### src/hw/rtl/assert_macros.svh
// Shared concurrent assertion macros, clocked on i_clk and held off during reset.
`ifndef ASSERT_MACROS_SVH
`define ASSERT_MACROS_SVH

// The consequent must hold in the same cycle as the antecedent.
`define HBRG_ASSERT_SAME(label, ante, cons, msg) \
    label: assert property (@(posedge i_clk) disable iff (!i_rst_n) \
        (ante) |-> (cons)) else $error(msg);

// The consequent must hold in the cycle after the antecedent.
`define HBRG_ASSERT_NEXT(label, ante, cons, msg) \
    label: assert property (@(posedge i_clk) disable iff (!i_rst_n) \
        (ante) |=> (cons)) else $error(msg);

`endif

### src/hw/rtl/hbrg_pkg.sv
package hbrg_pkg;

    localparam logic [31:0] MIX_K1 = 32'h7feb352d;
    localparam logic [31:0] MIX_K2 = 32'h846ca68b;

    typedef logic [1:0] t_cmd;
    localparam t_cmd CMD_NEXT  = 2'd0;
    localparam t_cmd CMD_COORD = 2'd1;
    localparam t_cmd CMD_CUBE  = 2'd2;
    localparam t_cmd CMD_NONE  = 2'd3;

    typedef logic [4:0] t_addr;
    localparam t_addr ADDR_NEXT  = 5'd0;
    localparam t_addr ADDR_COORD = 5'd3;
    localparam t_addr ADDR_CUBE  = 5'd13;
    localparam t_addr ADDR_LAST  = 5'd17;

    typedef enum logic [1:0] {
        MUL_NONE,
        MUL_A,
        MUL_B
    } t_mul_op;

    typedef enum logic [2:0] {
        SRC_SEQ,
        SRC_Y,
        SRC_XF,
        SRC_Z,
        SRC_SEED,
        SRC_FIN
    } t_src;

    typedef enum logic [1:0] {
        C_NONE,
        C_LOAD,
        C_XOR
    } t_c_op;

    typedef enum logic [2:0] {
        OUT_NONE,
        OUT_SEQ,
        OUT_KEY,
        OUT_CX,
        OUT_CY,
        OUT_CZ
    } t_out_op;

    typedef struct packed {
        t_mul_op mul;
        t_src    src;
        t_c_op   c_op;
        t_out_op out_op;
        logic    br_cube;
        logic    last;
        t_addr   target;
    } t_uword;

    typedef struct packed {
        logic   go;
        t_uword uw;
    } t_dp_ctrl;

    typedef struct packed {
        logic  busy;
        t_addr pc;
    } t_seq_stat;

    typedef struct packed {
        logic        [31:0] raw;
        logic signed [23:0] fx;
        logic signed [23:0] fy;
        logic signed [23:0] fz;
    } t_result;

    function automatic logic signed [23:0] frac_q23(input logic [31:0] v);
        frac_q23 = {~v[22], v[21:0], 1'b0};
    endfunction

endpackage

### src/hw/rtl/hbrg_rom.sv
module hbrg_rom import hbrg_pkg::*; (
    input  t_addr  i_addr,
    output t_uword o_uw
);

    always_comb begin
        unique case (i_addr)
            5'd0:  o_uw = '{MUL_A,    SRC_SEQ,  C_NONE, OUT_NONE, 1'b0, 1'b0, ADDR_NEXT};
            5'd1:  o_uw = '{MUL_B,    SRC_SEQ,  C_NONE, OUT_NONE, 1'b0, 1'b0, ADDR_NEXT};
            5'd2:  o_uw = '{MUL_NONE, SRC_SEQ,  C_NONE, OUT_SEQ,  1'b0, 1'b1, ADDR_NEXT};
            5'd3:  o_uw = '{MUL_A,    SRC_Y,    C_NONE, OUT_NONE, 1'b0, 1'b0, ADDR_NEXT};
            5'd4:  o_uw = '{MUL_B,    SRC_Y,    C_NONE, OUT_NONE, 1'b0, 1'b0, ADDR_NEXT};
            5'd5:  o_uw = '{MUL_A,    SRC_XF,   C_NONE, OUT_NONE, 1'b0, 1'b0, ADDR_NEXT};
            5'd6:  o_uw = '{MUL_B,    SRC_XF,   C_NONE, OUT_NONE, 1'b0, 1'b0, ADDR_NEXT};
            5'd7:  o_uw = '{MUL_A,    SRC_Z,    C_LOAD, OUT_NONE, 1'b0, 1'b0, ADDR_NEXT};
            5'd8:  o_uw = '{MUL_B,    SRC_Z,    C_NONE, OUT_NONE, 1'b0, 1'b0, ADDR_NEXT};
            5'd9:  o_uw = '{MUL_A,    SRC_SEED, C_XOR,  OUT_NONE, 1'b0, 1'b0, ADDR_NEXT};
            5'd10: o_uw = '{MUL_B,    SRC_SEED, C_NONE, OUT_NONE, 1'b0, 1'b0, ADDR_NEXT};
            5'd11: o_uw = '{MUL_NONE, SRC_SEED, C_NONE, OUT_NONE, 1'b1, 1'b0, ADDR_CUBE};
            5'd12: o_uw = '{MUL_NONE, SRC_SEED, C_NONE, OUT_KEY,  1'b0, 1'b1, ADDR_NEXT};
            5'd13: o_uw = '{MUL_A,    SRC_FIN,  C_NONE, OUT_CX,   1'b0, 1'b0, ADDR_NEXT};
            5'd14: o_uw = '{MUL_B,    SRC_FIN,  C_NONE, OUT_NONE, 1'b0, 1'b0, ADDR_NEXT};
            5'd15: o_uw = '{MUL_A,    SRC_FIN,  C_NONE, OUT_CY,   1'b0, 1'b0, ADDR_NEXT};
            5'd16: o_uw = '{MUL_B,    SRC_FIN,  C_NONE, OUT_NONE, 1'b0, 1'b0, ADDR_NEXT};
            5'd17: o_uw = '{MUL_NONE, SRC_FIN,  C_NONE, OUT_CZ,   1'b0, 1'b1, ADDR_NEXT};
            default: o_uw = '{MUL_NONE, SRC_SEQ, C_NONE, OUT_NONE, 1'b0, 1'b1, ADDR_NEXT};
        endcase
    end

endmodule

### src/hw/rtl/hbrg_seq.sv
module hbrg_seq import hbrg_pkg::*; (
    input  logic      i_clk,
    input  logic      i_rst_n,
    input  logic      i_start,
    input  t_cmd      i_cmd,
    input  logic      i_out_stall,
    output t_dp_ctrl  o_ctrl,
    output t_seq_stat o_stat
);

    logic   r_busy, n_busy;
    t_addr  r_pc, n_pc;
    logic   r_cube, n_cube;
    t_uword uw;
    logic   go;

    hbrg_rom u_rom (
        .i_addr (r_pc),
        .o_uw   (uw)
    );

    assign go = r_busy && !(uw.last && i_out_stall);

    always_comb begin
        n_busy = r_busy;
        n_pc   = r_pc;
        n_cube = r_cube;
        if (!r_busy) begin
            if (i_start && (i_cmd != CMD_NONE)) begin
                n_busy = 1'b1;
                n_cube = (i_cmd == CMD_CUBE);
                n_pc   = (i_cmd == CMD_NEXT) ? ADDR_NEXT : ADDR_COORD;
            end
        end else if (go) begin
            priority if (uw.last) begin
                n_busy = 1'b0;
            end else if (uw.br_cube && r_cube) begin
                n_pc = uw.target;
            end else begin
                n_pc = r_pc + 5'd1;
            end
        end
    end

    always_ff @(posedge i_clk) begin
        if (!i_rst_n) begin
            r_busy <= 1'b0;
            r_pc   <= ADDR_NEXT;
            r_cube <= 1'b0;
        end else begin
            r_busy <= n_busy;
            r_pc   <= n_pc;
            r_cube <= n_cube;
        end
    end

    assign o_ctrl.go = go;
    assign o_ctrl.uw = uw;
    assign o_stat.busy = r_busy;
    assign o_stat.pc   = r_pc;

endmodule

### src/hw/rtl/hbrg_dp.sv
module hbrg_dp import hbrg_pkg::*; (
    input  logic        i_clk,
    input  logic        i_rst_n,
    input  logic        i_cfg_we,
    input  logic [31:0] i_cfg_data,
    input  logic        i_load,
    input  logic [31:0] i_coord_x,
    input  logic [31:0] i_coord_y,
    input  logic [31:0] i_coord_z,
    input  t_dp_ctrl    i_ctrl,
    output t_result     o_next_res
);

    logic [31:0] r_seed, r_seq, n_seq;
    logic [31:0] r_x, r_y, r_z;
    logic [31:0] r_acc, n_acc;
    logic [31:0] r_c, n_c;
    t_result     r_res, n_res;
    logic [31:0] fin, key, src_val, mul_in, mul_k, mul_out;

    assign fin = r_acc ^ (r_acc >> 16);
    assign key = r_c ^ fin;

    always_comb begin
        unique case (i_ctrl.uw.src)
            SRC_SEQ:  src_val = r_seq;
            SRC_Y:    src_val = r_y;
            SRC_XF:   src_val = r_x ^ fin;
            SRC_Z:    src_val = r_z;
            SRC_SEED: src_val = r_seed;
            SRC_FIN:  src_val = fin;
            default:  src_val = r_seq;
        endcase
    end

    always_comb begin
        if (i_ctrl.uw.mul == MUL_B) begin
            mul_in = r_acc ^ (r_acc >> 15);
            mul_k  = MIX_K2;
        end else begin
            mul_in = src_val ^ (src_val >> 16);
            mul_k  = MIX_K1;
        end
    end

    assign mul_out = mul_in * mul_k;

    always_comb begin
        n_acc = r_acc;
        n_c   = r_c;
        n_seq = r_seq;
        n_res = r_res;
        if (i_ctrl.go) begin
            if (i_ctrl.uw.mul != MUL_NONE) begin
                n_acc = mul_out;
            end
            unique case (i_ctrl.uw.c_op)
                C_LOAD:  n_c = fin;
                C_XOR:   n_c = r_c ^ fin;
                default: n_c = r_c;
            endcase
            unique case (i_ctrl.uw.out_op)
                OUT_SEQ: begin
                    n_seq     = fin;
                    n_res.raw = fin;
                    n_res.fx  = frac_q23(fin);
                    n_res.fy  = '0;
                    n_res.fz  = '0;
                end
                OUT_KEY: begin
                    n_res.raw = key;
                    n_res.fx  = frac_q23(key);
                    n_res.fy  = '0;
                    n_res.fz  = '0;
                end
                OUT_CX: begin
                    n_res.raw = r_c;
                    n_res.fx  = frac_q23(key);
                end
                OUT_CY:  n_res.fy = frac_q23(key);
                OUT_CZ:  n_res.fz = frac_q23(key);
                default: n_res = r_res;
            endcase
        end
        if (i_cfg_we) begin
            n_seq = i_cfg_data;
        end
    end

    always_ff @(posedge i_clk) begin
        if (!i_rst_n) begin
            r_seed <= '0;
            r_seq  <= '0;
        end else begin
            if (i_cfg_we) begin
                r_seed <= i_cfg_data;
            end
            r_seq <= n_seq;
        end
    end

    always_ff @(posedge i_clk) begin
        if (i_load) begin
            r_x <= i_coord_x;
            r_y <= i_coord_y;
            r_z <= i_coord_z;
        end
        r_acc <= n_acc;
        r_c   <= n_c;
        r_res <= n_res;
    end

    assign o_next_res = n_res;

endmodule

### src/hw/rtl/hash_based_random_generator_32_top.sv
// Channel  | Handshake          | Payload
// request  | i_valid / o_ready  | i_command, i_coord_x, i_coord_y, i_coord_z
// result   | o_valid / i_ready  | o_raw_value, o_frac_x, o_frac_y, o_frac_z
// config   | i_cfg_we           | i_cfg_data (seed)
//
// A request is accepted while the block is idle and then runs its microprogram: 3 steps for
// command 0, 10 for command 1 and 14 for command 2, one shared 32-bit multiplier
// doing at most one of the two multiplies of a hash in each step.
// Command 3 is accepted and dropped with no result, and the block stays ready.
// A finished result waits in the output register; the last step stalls only if the
// previous result is still not taken. Reset is synchronous and active low.
`include "assert_macros.svh"

module hash_based_random_generator_32_top import hbrg_pkg::*; (
    input  logic               i_clk,
    input  logic               i_rst_n,
    input  logic               i_cfg_we,
    input  logic [31:0]        i_cfg_data,
    input  logic               i_valid,
    output logic               o_ready,
    input  logic [1:0]         i_command,
    input  logic [31:0]        i_coord_x,
    input  logic [31:0]        i_coord_y,
    input  logic [31:0]        i_coord_z,
    output logic               o_valid,
    input  logic               i_ready,
    output logic [31:0]        o_raw_value,
    output logic signed [23:0] o_frac_x,
    output logic signed [23:0] o_frac_y,
    output logic signed [23:0] o_frac_z
);

    t_dp_ctrl  ctrl;
    t_seq_stat stat;
    t_result   next_res;
    logic      accept, out_stall, out_load;
    logic      r_valid, n_valid;
    t_result   r_out;

    assign o_ready   = !stat.busy;
    assign accept    = i_valid && o_ready;
    assign out_stall = r_valid && !i_ready;
    assign out_load  = ctrl.go && ctrl.uw.last;

    hbrg_seq u_seq (
        .i_clk       (i_clk),
        .i_rst_n     (i_rst_n),
        .i_start     (accept),
        .i_cmd       (i_command),
        .i_out_stall (out_stall),
        .o_ctrl      (ctrl),
        .o_stat      (stat)
    );

    hbrg_dp u_dp (
        .i_clk      (i_clk),
        .i_rst_n    (i_rst_n),
        .i_cfg_we   (i_cfg_we),
        .i_cfg_data (i_cfg_data),
        .i_load     (accept),
        .i_coord_x  (i_coord_x),
        .i_coord_y  (i_coord_y),
        .i_coord_z  (i_coord_z),
        .i_ctrl     (ctrl),
        .o_next_res (next_res)
    );

    always_comb begin
        n_valid = r_valid;
        if (out_load) begin
            n_valid = 1'b1;
        end else if (i_ready) begin
            n_valid = 1'b0;
        end
    end

    always_ff @(posedge i_clk) begin
        if (!i_rst_n) begin
            r_valid <= 1'b0;
        end else begin
            r_valid <= n_valid;
        end
    end

    always_ff @(posedge i_clk) begin
        if (out_load) begin
            r_out <= next_res;
        end
    end

    assign o_valid     = r_valid;
    assign o_raw_value = r_out.raw;
    assign o_frac_x    = r_out.fx;
    assign o_frac_y    = r_out.fy;
    assign o_frac_z    = r_out.fz;

    `HBRG_ASSERT_NEXT(a_unused_cmd_idle, accept && (i_command == CMD_NONE), o_ready, "busy")
    `HBRG_ASSERT_SAME(a_pc_in_program, stat.busy, stat.pc <= ADDR_LAST, "step out of range")
    `HBRG_ASSERT_SAME(a_load_not_over, out_load, !out_stall, "result overwritten")
    `HBRG_ASSERT_NEXT(a_load_sets_valid, out_load, o_valid, "result not presented")

endmodule

### config.mk
export PLATFORM = sky130hd
export DESIGN_NAME = hash_based_random_generator_32_top
export DESIGN_NICKNAME = d
export VERILOG_FILES = /design/src/hw/rtl/hbrg_pkg.sv /design/src/hw/rtl/hbrg_rom.sv /design/src/hw/rtl/hbrg_seq.sv /design/src/hw/rtl/hbrg_dp.sv /design/src/hw/rtl/hash_based_random_generator_32_top.sv
export VERILOG_INCLUDE_DIRS = /design/src /design/src/hw/rtl
export SDC_FILE = /design/constraint.sdc
export NUM_CORES = 1
export LEC_CHECK = 0
export ABC_AREA = 1
export BUFFER_PORTS_ARGS = -buffer_cell sky130_fd_sc_hd__buf_2
export CAP_MARGIN = 30
export CORE_UTILIZATION = 40
export CTS_BUF_LIST = sky130_fd_sc_hd__clkbuf_16
export DETAILED_ROUTE_END_ITERATION = 7
export PLACE_DENSITY = 0.61
export SLEW_MARGIN = 40
export SYNTH_ARGS = -nofsm -noshare
export SYNTH_HDL_FRONTEND = slang
export SYNTH_SLANG_ARGS = --single-unit
### constraint.sdc
create_clock -name i_clk -period 14.49 [get_ports i_clk]
set_input_delay 0.7245 -clock i_clk [delete_from_list [all_inputs] [get_ports i_clk]]
set_output_delay 0.7245 -clock i_clk [all_outputs]
set_load 0.05 [all_outputs]
After elaboration in Yosys (flattened, before gate mapping)
Memories as Yosys holds them, arrays and structs flattened. A register that Yosys moved wholly into a read port is not among the register bits.
Index checks and enable logic that the tools add are counted.
{"block": "word_totals", "ff_bits": 440, "latch_bits": 0, "ramBits": 0, "n_memories": 1, "out_inout_bits": 106, "elab_cells": 95, "in_bits": 135, "romBits": 480}
{"name": "(name not given)", "depth": 32, "width": 15, "rd": 1, "rd_clocked_by_memory_dff": 1, "write_ports": 0, "line_no": "hbrg_rom.sv:7", "text": "unique case (i_addr)"}
{"block": "classes", "muxes": 25, "n_reduce_logical": 23, "n_addsub": 1, "n_eq_ne": 17, "n_bitwise": 8, "div_mod_pow": 0, "shift": 0, "multipliers": 1, "order_cmp": 0}
{"operator": "$pmux W56 S3", "n": 1}
{"operator": "$mux W32", "n": 5}
{"operator": "$pmux W32 S5", "n": 1}
{"operator": "$mux W104", "n": 1}
{"operator": "$pmux W24 S2", "n": 2}
{"operator": "$pmux W32 S2", "n": 1}
{"operator": "$xor A32 B16 Y32", "n": 2}
{"operator": "$xor A32 B32 Y32", "n": 2}
{"operator": "$mux W5", "n": 7}
{"operator": "$mul A32 B32 Y32", "n": 1}
{"operator": "$xor A32 B17 Y32", "n": 1}
{"operator": "$eq A3 B2 Y1 const B", "n": 4}
{"operator": "$eq A3 B3 Y1 const B", "n": 4}
{"operator": "$reduce_bool A2 Y1", "n": 6}
{"operator": "$reduce_and A2 Y1", "n": 4}
{"operator": "$logic_and A1 B1 Y1", "n": 7}
{"operator": "$eq A2 B2 Y1 const B", "n": 3}
{"operator": "$eq A3 B1 Y1 const B", "n": 2}
{"operator": "$mux W1", "n": 6}
{"operator": "$ne A2 B2 Y1 const B", "n": 3}
{"operator": "$add A5 B1 Y5 const B", "n": 1}
{"operator": "$logic_not A1 Y1", "n": 3}
{"operator": "$not A1 Y1", "n": 3}
{"operator": "$reduce_and A3 Y1", "n": 1}
{"operator": "4 further kinds", "n": 4}

Logic depth before layout (Yosys ltp)
Gate-level depths: netlist of the first run.
{"block": "depth", "word_depth": 9, "mapped_depth": 42}

Hierarchy
Synthesis of the first run repeated with hierarchy kept, for this count alone.
{"block": "hier_totals", "cells_unflattened": 3263, "hier_area_um2": 30371.6}
{"module": "hbrg_dp", "instances": 1, "area_per_inst_um2": 26336.5, "cells_each": 3010}
{"module": "hash_based_random_generator_32_top", "instances": 1, "area_per_inst_um2": 3188.1, "cells_each": 115}
{"module": "hbrg_seq", "instances": 1, "area_per_inst_um2": 445.4, "cells_each": 65}
{"module": "hbrg_rom", "instances": 1, "area_per_inst_um2": 401.6, "cells_each": 73}

Worst setup path after synthesis of the first run
OpenSTA, ideal clock, no wires.
{"block": "synth_timing", "path_kind": "register -> register", "from": "register u_dp.r_acc[19]", "to": "register u_dp.r_acc[30], data pin", "synth_period_minus_slack_ns": 7.384, "path_slack_ns": 7.106, "t_arrival_ns": 7.119, "required_time_ns": 14.225, "setup_ns": 0.265, "path_buffers": 1, "path_stages_with_launch": 28, "path_cell_list": "edfxtp_1 clkbuf_1 or2_2 nand2_1 xor2_1 nor2_1 o32ai_1 or2_1 a21oi_1 nor2_1 inv_2 nor2_2 inv_2 fa_1 fa_1 fa_1 fa_1 fa_1 fa_1 fa_1 fa_1 inv_1 ha_1 nand4_1 nor3_1 a221oi_1 o21ai_0 xor2_1"}
{"block": "synth_via", "elab_chain_len": 6, "elab_cells_between_ends": 7, "classes_between": "1 x mul; 2 x mux; 4 x bitwise"}
{"element": "start, declared", "line_no": "hbrg_dp.sv:16", "text": "logic [31:0] r_acc, n_acc;"}
{"element": "start signal, assigned", "line_no": "hbrg_dp.sv:108", "text": "r_acc <= n_acc;"}
{"element": "$xor A32 B16 Y32", "line_no": "hbrg_dp.sv:21", "text": "assign fin = r_acc ^ (r_acc >> 16);"}
{"element": "$xor A32 B32 Y32", "line_no": "hbrg_dp.sv:28", "text": "SRC_XF: src_val = r_x ^ fin;"}
{"element": "$pmux W32 S5", "line_no": "hbrg_dp.sv:25", "text": "unique case (i_ctrl.uw.src)"}
{"element": "$xor A32 B16 Y32", "line_no": "hbrg_dp.sv:41", "text": "mul_in = src_val ^ (src_val >> 16);"}
{"element": "$mux W32 *", "line_no": "hbrg_dp.sv:37", "text": "if (i_ctrl.uw.mul == MUL_B) begin"}
{"element": "$mul A32 B32 Y32 *", "line_no": "hbrg_dp.sv:46", "text": "assign mul_out = mul_in * mul_k;"}
{"element": "named net u_dp.mul_out[30]", "line_no": "hbrg_dp.sv:19", "text": "logic [31:0] fin, key, src_val, mul_in, mul_k, mul_out;"}
The timed path passes the listed nets; every way through them passes the cells marked *.
A chain may end at the register's enable or synchronous reset.

Worst setup path after layout of the first run
{"block": "layout_timing", "from": "register u_seq.u_rom.o_uw[13] (netlist name)", "to": "register u_dp.r_acc[29], data pin"}
{"block": "layout_via", "elab_chain_len": 5, "elab_cells_between_ends": 9, "classes_between": "1 x mul; 5 x eq/ne; 2 x mux; 1 x bitwise"}
{"element": "$eq A3 B3 Y1 (tied with other cells)", "line_no": "hbrg_dp.sv:25"}
{"element": "$pmux W32 S5 *", "line_no": "hbrg_dp.sv:25"}
{"element": "$xor A32 B16 Y32 *", "line_no": "hbrg_dp.sv:41"}
{"element": "$mux W32 *", "line_no": "hbrg_dp.sv:37"}
{"element": "$mul A32 B32 Y32 *", "line_no": "hbrg_dp.sv:46"}
{"element": "named net u_dp.mul_out[29]", "line_no": "hbrg_dp.sv:19"}
Marked as above.

==> key figures, run 1 <==
Floorplan
  – Initial Utilization: 40.67%
  – Die Height: 278.0 um
  – Top Ports: 241
  – Total die area: 77,310 um2
  – Row count: 100
  – Core area: 74,950 um2
  – Die W: 278.0 um

Worst setup path
  – Worst path slowest cell: dfxtp_1
  – Crit-path max cell delay: 0.67 ns
  – Reg2Reg Setup Slack: 4.57 ns
  – Setup CP Type: flop to flop
  – CP Max Fanout: 16
  – Worst setup EP type: flop
  – Critical path arrival: 10.25 ns
  – Critical Path Most Common Cell: inv_1
  – Worst setup SP type: flop
  – Required time of the critical path: 14.82 ns

Drt
  – Total wire length: 100,000 um
  – Initial DRC count: 2,373
  – Vias/cell: 5.192
  – Routed len/inst: 22.09 um
  – Via Count: 23,510
  – # DRC: 0
  – Post-route ant nets: 0
  – Drt first pass iters: 6

Layout
  – Commonest non-fill, non-tap cell in the layout: inv_1
  – Layout cells sized above 1: 12.07%
  – Nets: 4,106
  – Util after Layout: 46.38%
  – Most frequent cells in the layout: 643 x inv_1, 605 x nand2_1, 296 x fa_1
  – Area growth syn-to-layout: 14.05%

CTS
  – CTS resizes: 0
  – CTS tree: built
  – CTS max path bufs: 3
  – Hold-fix buffers, CTS: 0
  – Clock transition at the registers of the reported paths: 0.07 ns
  – Postcts setup bufs: 0
  – TritonCTS buffer count: 49
  – Htree depth: 2
  – CTS sink cnt: 452
  – Clk_lat worst skew: 0.63 ns
  – CTS root buffer: clkbuf_16

Synth
  – Seq/Total Area, Yosys: 38.36%
  – Mapped Avg Cell Area: 9.353 um2
  – Count of different cell masters after synthesis: 63
  – Syn. warnings: 0
  – Most used DFF post-synth: edfxtp_1
  – Post-Synthesis Cells: 3,259
  – Mapped Area: 30,480 um2
  – Yosys reg bits: 452
  – EDFF count, synth: 264
  – Async set-or-reset flop fraction in the synthesized netlist: 0%

Timing
  – Unrepaired setup endpoints after global routing: false
  – Clock Skew: 0.03910 ns
  – Setup TNS: 0 ns
  – Final setup violating endpoints: 0
  – Max Slew Vio Count: 0
  – F_max: 100.8 MHz
  – Worst-Margin Slew: 0.8762 ns
  – Final worst path period share: 68.48%
  – Min Clock Period, post-route: 9.922 ns
  – Final worst setup slack: 4.568 ns
  – Slew HR: 41.59%
  – Final hold violations: 0

Job
  – Max Cap Viol: 0

Placed design
  – GP Congestion: 1.018
  – HPWL Detailed: 80,060 um
  – Worst slack at placement: 4.812 ns
  – Port buffer count: 240

Global route
  – Initial antenna violation count: 7
  – Total global routing overflow: 0
  – First-pass GRT wire length: 148,500 um
  – Vias in the first global route: 23,380
  – Largest net degree at the start of global routing: 83
  – Gr usage total: 26.05%

Status
  – Run status: completed

Worst hold path
  – HP Class: input pin to flop
## cell families (layout without fill, tap and decap cells)
family                     count (synthesis)  in the layout  share of synthesized area, %
and+or+nand+nor                         1061           1061                         14.93
AOI/OAI and AO/OA                        405            405                         7.660
other                                      2             45                       0.02464
DFF                                      452            452                         38.36
adders and majority gates                457            457                         26.05
muxes                                      1              1                       0.03284
xor gates and xnor gates                 109            109                         3.132
buffers and inverters                    772           1029                         9.811
## flip-flops by register name, indices dropped and copies added, names as in the netlist
register,count
u_dp.r_res,104
o_raw_value,32
u_dp.r_acc,32
u_dp.r_c,32
u_dp.r_seed,32
u_dp.r_seq,32
u_dp.r_x,32
u_dp.r_y,32
u_dp.r_z,32
o_frac_x,24
o_frac_y,24
o_frac_z,24
u_seq.u_rom.o_uw,12
u_seq.r_pc,5
o_valid,1
u_seq.r_busy,1
u_seq.r_cube,1
## metrics by stage
step	area (um2)	cells	hold WS [ns]
finish	34760	4528	0.2661
detailed placement	32950	4430	0.4156
global placement	32830	4425	0.4136
floorplan	30620	3297	0.4025
global route	34760	4525	0.2546
CTS	34720	4521	0.2446
## worst paths after layout
path                             start        endpoint  depth (start not counted)
setup / recovery  u_seq.u_rom.o_uw[13]  u_dp.r_acc[29]                         36
hold / removal           i_coord_z[26]    u_dp.r_z[26]                          1
setup reg to reg  u_seq.u_rom.o_uw[13]  u_dp.r_acc[29]                         36
hold reg to reg         u_dp.r_res[48]  u_dp.r_res[48]                          2
## worst max-delay path, delay by kind of cell, from the launching register on
kind                     cells  cell delay (ns)
adder cells (fa/ha/maj)      9             3.72
AND/OR/NAND/NOR             11             2.69
AO/OA/AOI/OAI                7             1.31
buffers and inverters        8             1.10
flip-flops                   1             0.67
XOR/XNOR                     1             0.11
## metal layers
metal,track usage [%],up-vias,part of all wire (%)
met3,5.717,192,8.9
met4,9.931,4,4.0
met1,34.65,11450,41
met2,41.44,1010,46
li1,-,10860,-
met5,0,-,0.027
## layout make-up
cell class / instances / area [um2]
Clock inverter: 42 / 548.0
Clock buffer: 49 / 1226
Tap cell: 969 / 1212
Sequential cell: 452 / 11690
Fill cell: 7165 / 40180
Timing Repair Buffer: 281 / 1590
Antenna cell: 5 / 12.51
Multi-Input combinational cell: 2073 / 16010
Inverter: 657 / 2477
## cell usage after synthesis (3+ instances only)
library cell,count,area share [%]
a21oi_1,131,2.2
a221oi_1,8,0.23
a22o_1,6,0.17
a22oi_1,3,0.074
a31oi_1,53,1.1
a41oi_1,13,0.37
buf_1,9,0.11
buf_2,19,0.31
buf_4,6,0.15
buf_6,5,0.18
clkbuf_1,75,0.92
dfxtp_1,188,12
edfxtp_1,264,26
fa_1,296,19
ha_1,161,6.6
inv_1,642,7.9
inv_2,13,0.16
nand2_1,605,7.5
nand2_2,5,0.10
nand3_1,164,2.7
nand3_2,10,0.33
nand3b_1,7,0.17
nand4_1,34,0.70
nor2_1,188,2.3
nor2_2,5,0.10
nor3_1,6,0.099
nor4_1,3,0.062
o2111ai_1,7,0.20
o211ai_1,4,0.099
o21a_1,3,0.074
o21ai_0,130,2.1
o21ai_1,7,0.11
o21bai_1,5,0.12
o22ai_1,20,0.41
or2_0,4,0.082
or2_1,5,0.10
or2_2,15,0.31
xnor2_1,49,1.4
xor2_1,60,1.7
Power of run 1 is not shown: default switching activity piles up to over one toggle a cycle in this logic, so the estimate is an artifact.
==> inputs of run 2 (changes only) <==
Clock period 14.49 ns to 10.17 ns, I/O delays scaled along.
==> run 2 against run 1 <==
- wire length is 0.38% higher
- critical endpoint unchanged
- global-route usage is 0.10 points higher
- worst setup slack worse by 4.0 ns
- sequential cell count stayed put
- critical path depth stayed put
- via count hardly changed
==> key figures, run 2 (same netlist as run 1, synthesis figures left out) <==
Floorplan
  – Top Ports: 241
  – Die W: 278.0 um
  – Initial Utilization: 40.67%
  – Total die area: 77,310 um2
  – Row count: 100
  – Core area: 74,950 um2
  – Die Height: 278.0 um

Worst setup path
  – Reg2Reg Setup Slack: 0.58 ns
  – Crit path buffers/inverters: 8
  – Crit-path max cell delay: 0.57 ns
  – Worst setup SP type: flop
  – Worst setup EP type: flop
  – CP Max Fanout: 19
  – Critical path arrival: 9.93 ns
  – Worst path slowest cell: nor2_2
  – R2r startpoint: u_seq.u_rom.o_uw[14]
  – Setup CP Type: flop to flop
  – Critical Path Most Common Cell: nand2_1
  – Required time of the critical path: 10.52 ns
  – Worst setup path start: u_seq.u_rom.o_uw[14]
  – CP delay by family, top: adder cells

Drt
  – Total wire length: 100,400 um
  – Routed len/inst: 22.14 um
  – Drt first pass iters: 6
  – Via Count: 23,490
  – Vias/cell: 5.178
  – Initial DRC count: 2,245
  – # DRC: 0
  – Post-route ant nets: 0

Timing
  – Setup TNS: 0 ns
  – Min Clock Period, post-route: 9.588 ns
  – F_max: 104.3 MHz
  – Worst-Margin Slew: 0.8690 ns
  – Final hold violations: 0
  – Clock Skew: 0.01845 ns
  – Unrepaired setup endpoints after global routing: false
  – Slew HR: 42.07%
  – Final setup violating endpoints: 0
  – Final worst path period share: 94.28%
  – Max Slew Vio Count: 0

CTS
  – Clk_lat worst skew: 0.61 ns
  – Htree depth: 2
  – CTS sink cnt: 452
  – CTS tree: built
  – CTS root buffer: clkbuf_16
  – TritonCTS buffer count: 48
  – CTS max path bufs: 3
  – Clock transition at the registers of the reported paths: 0.06 ns

Layout
  – Most frequent cells in the layout: 647 x inv_1, 605 x nand2_1, 296 x fa_1
  – Layout cells sized above 1: 12.34%
  – Commonest non-fill, non-tap cell in the layout: inv_1
  – Area growth syn-to-layout: 13.71%
  – Fillcell total: 7,153
  – Largest register FFs: 104
  – Reg with most FFs: u_dp.r_res
  – Final non-filler cell area: 34,660 um2
  – Nets: 4,118

Worst hold path
  – Worst Hold Launch: i_coord_z[10]
  – HP Class: input pin to flop

Placed design
  – HPWL Detailed: 81,960 um
  – GP Congestion: 1.054
  – Port buffer count: 240
  – Cell Area, Placed: 33,060 um2

Global route
  – Total global routing overflow: 0
  – Initial antenna violation count: 3
  – Vias in the first global route: 23,380
  – First-pass GRT wire length: 148,700 um
  – Largest net degree at the start of global routing: 77
  – Gr usage total: 26.15%

Status
  – Run status: completed

Job
  – Max Cap Viol: 0
==> run 2: worst paths after layout <==
check	to	depth (start not counted)
worst max register to register	u_dp.r_acc[29]	36
worst max-delay path	u_dp.r_acc[29]	36
worst min-delay path	u_dp.r_z[10]	1
worst min register to register	u_dp.r_res[48]	2
==> run 2: layout make-up <==
cell class	count	area [um2]	area share (%)
antenna	2	5.005	0.01444
clock buffer	48	1201	3.465
clock inverter	41	369.1	1.065
inverter	657	2477	7.148
multi-input combinational	2073	16010	46.20
sequential	452	11690	33.73
tap	969	1212	3.498
timing repair buffer	294	1692	4.881
==> run 2: through the flow <==
step	setup slack [ns]	instances	utilization [%]	hold slack [ns]
after CTS	0.3680	4533	46.21	0.04538
after global placement	0.4219	4438	43.94	0.4131
after floorplan	2.786	3297	-	0.4025
after global routing	0.1237	4535	46.24	0.05544
final	0.5821	4536	46.25	0.06902
after detailed placement	0.4385	4444	44.12	0.4311
==> run 2: worst register-to-register path, delay by kind of cell (launching register included) <==
family	cells	cell delay, ns
compound gates	5	0.97
flops	1	0.48
fa+ha+maj	9	3.67
simple gates	13	3.14
xor+xnor	1	0.10
buf+inv	8	0.95
==> run 2: repair_timing <==
item,4_1_cts,5_1_grt
hold buffers,0,0
endpoints found under the setup margin,0,3
setup buffers,0,0
gates resized for setup,0,2
==> run 2: layer usage <==
| layer | GRT usage, % | up-vias | routed length (um) |
|---|---|---|---|
| li1 | - | 10870 | - |
| met1 | 34.88 | 11370 | 40830 |
| met2 | 40.61 | 1050 | 45090 |
| met3 | 5.969 | 199 | 9706 |
| met4 | 11.55 | 0 | 4789 |
| met5 | 0 | - | 0 |
Power of run 2 is left out for the same reason.
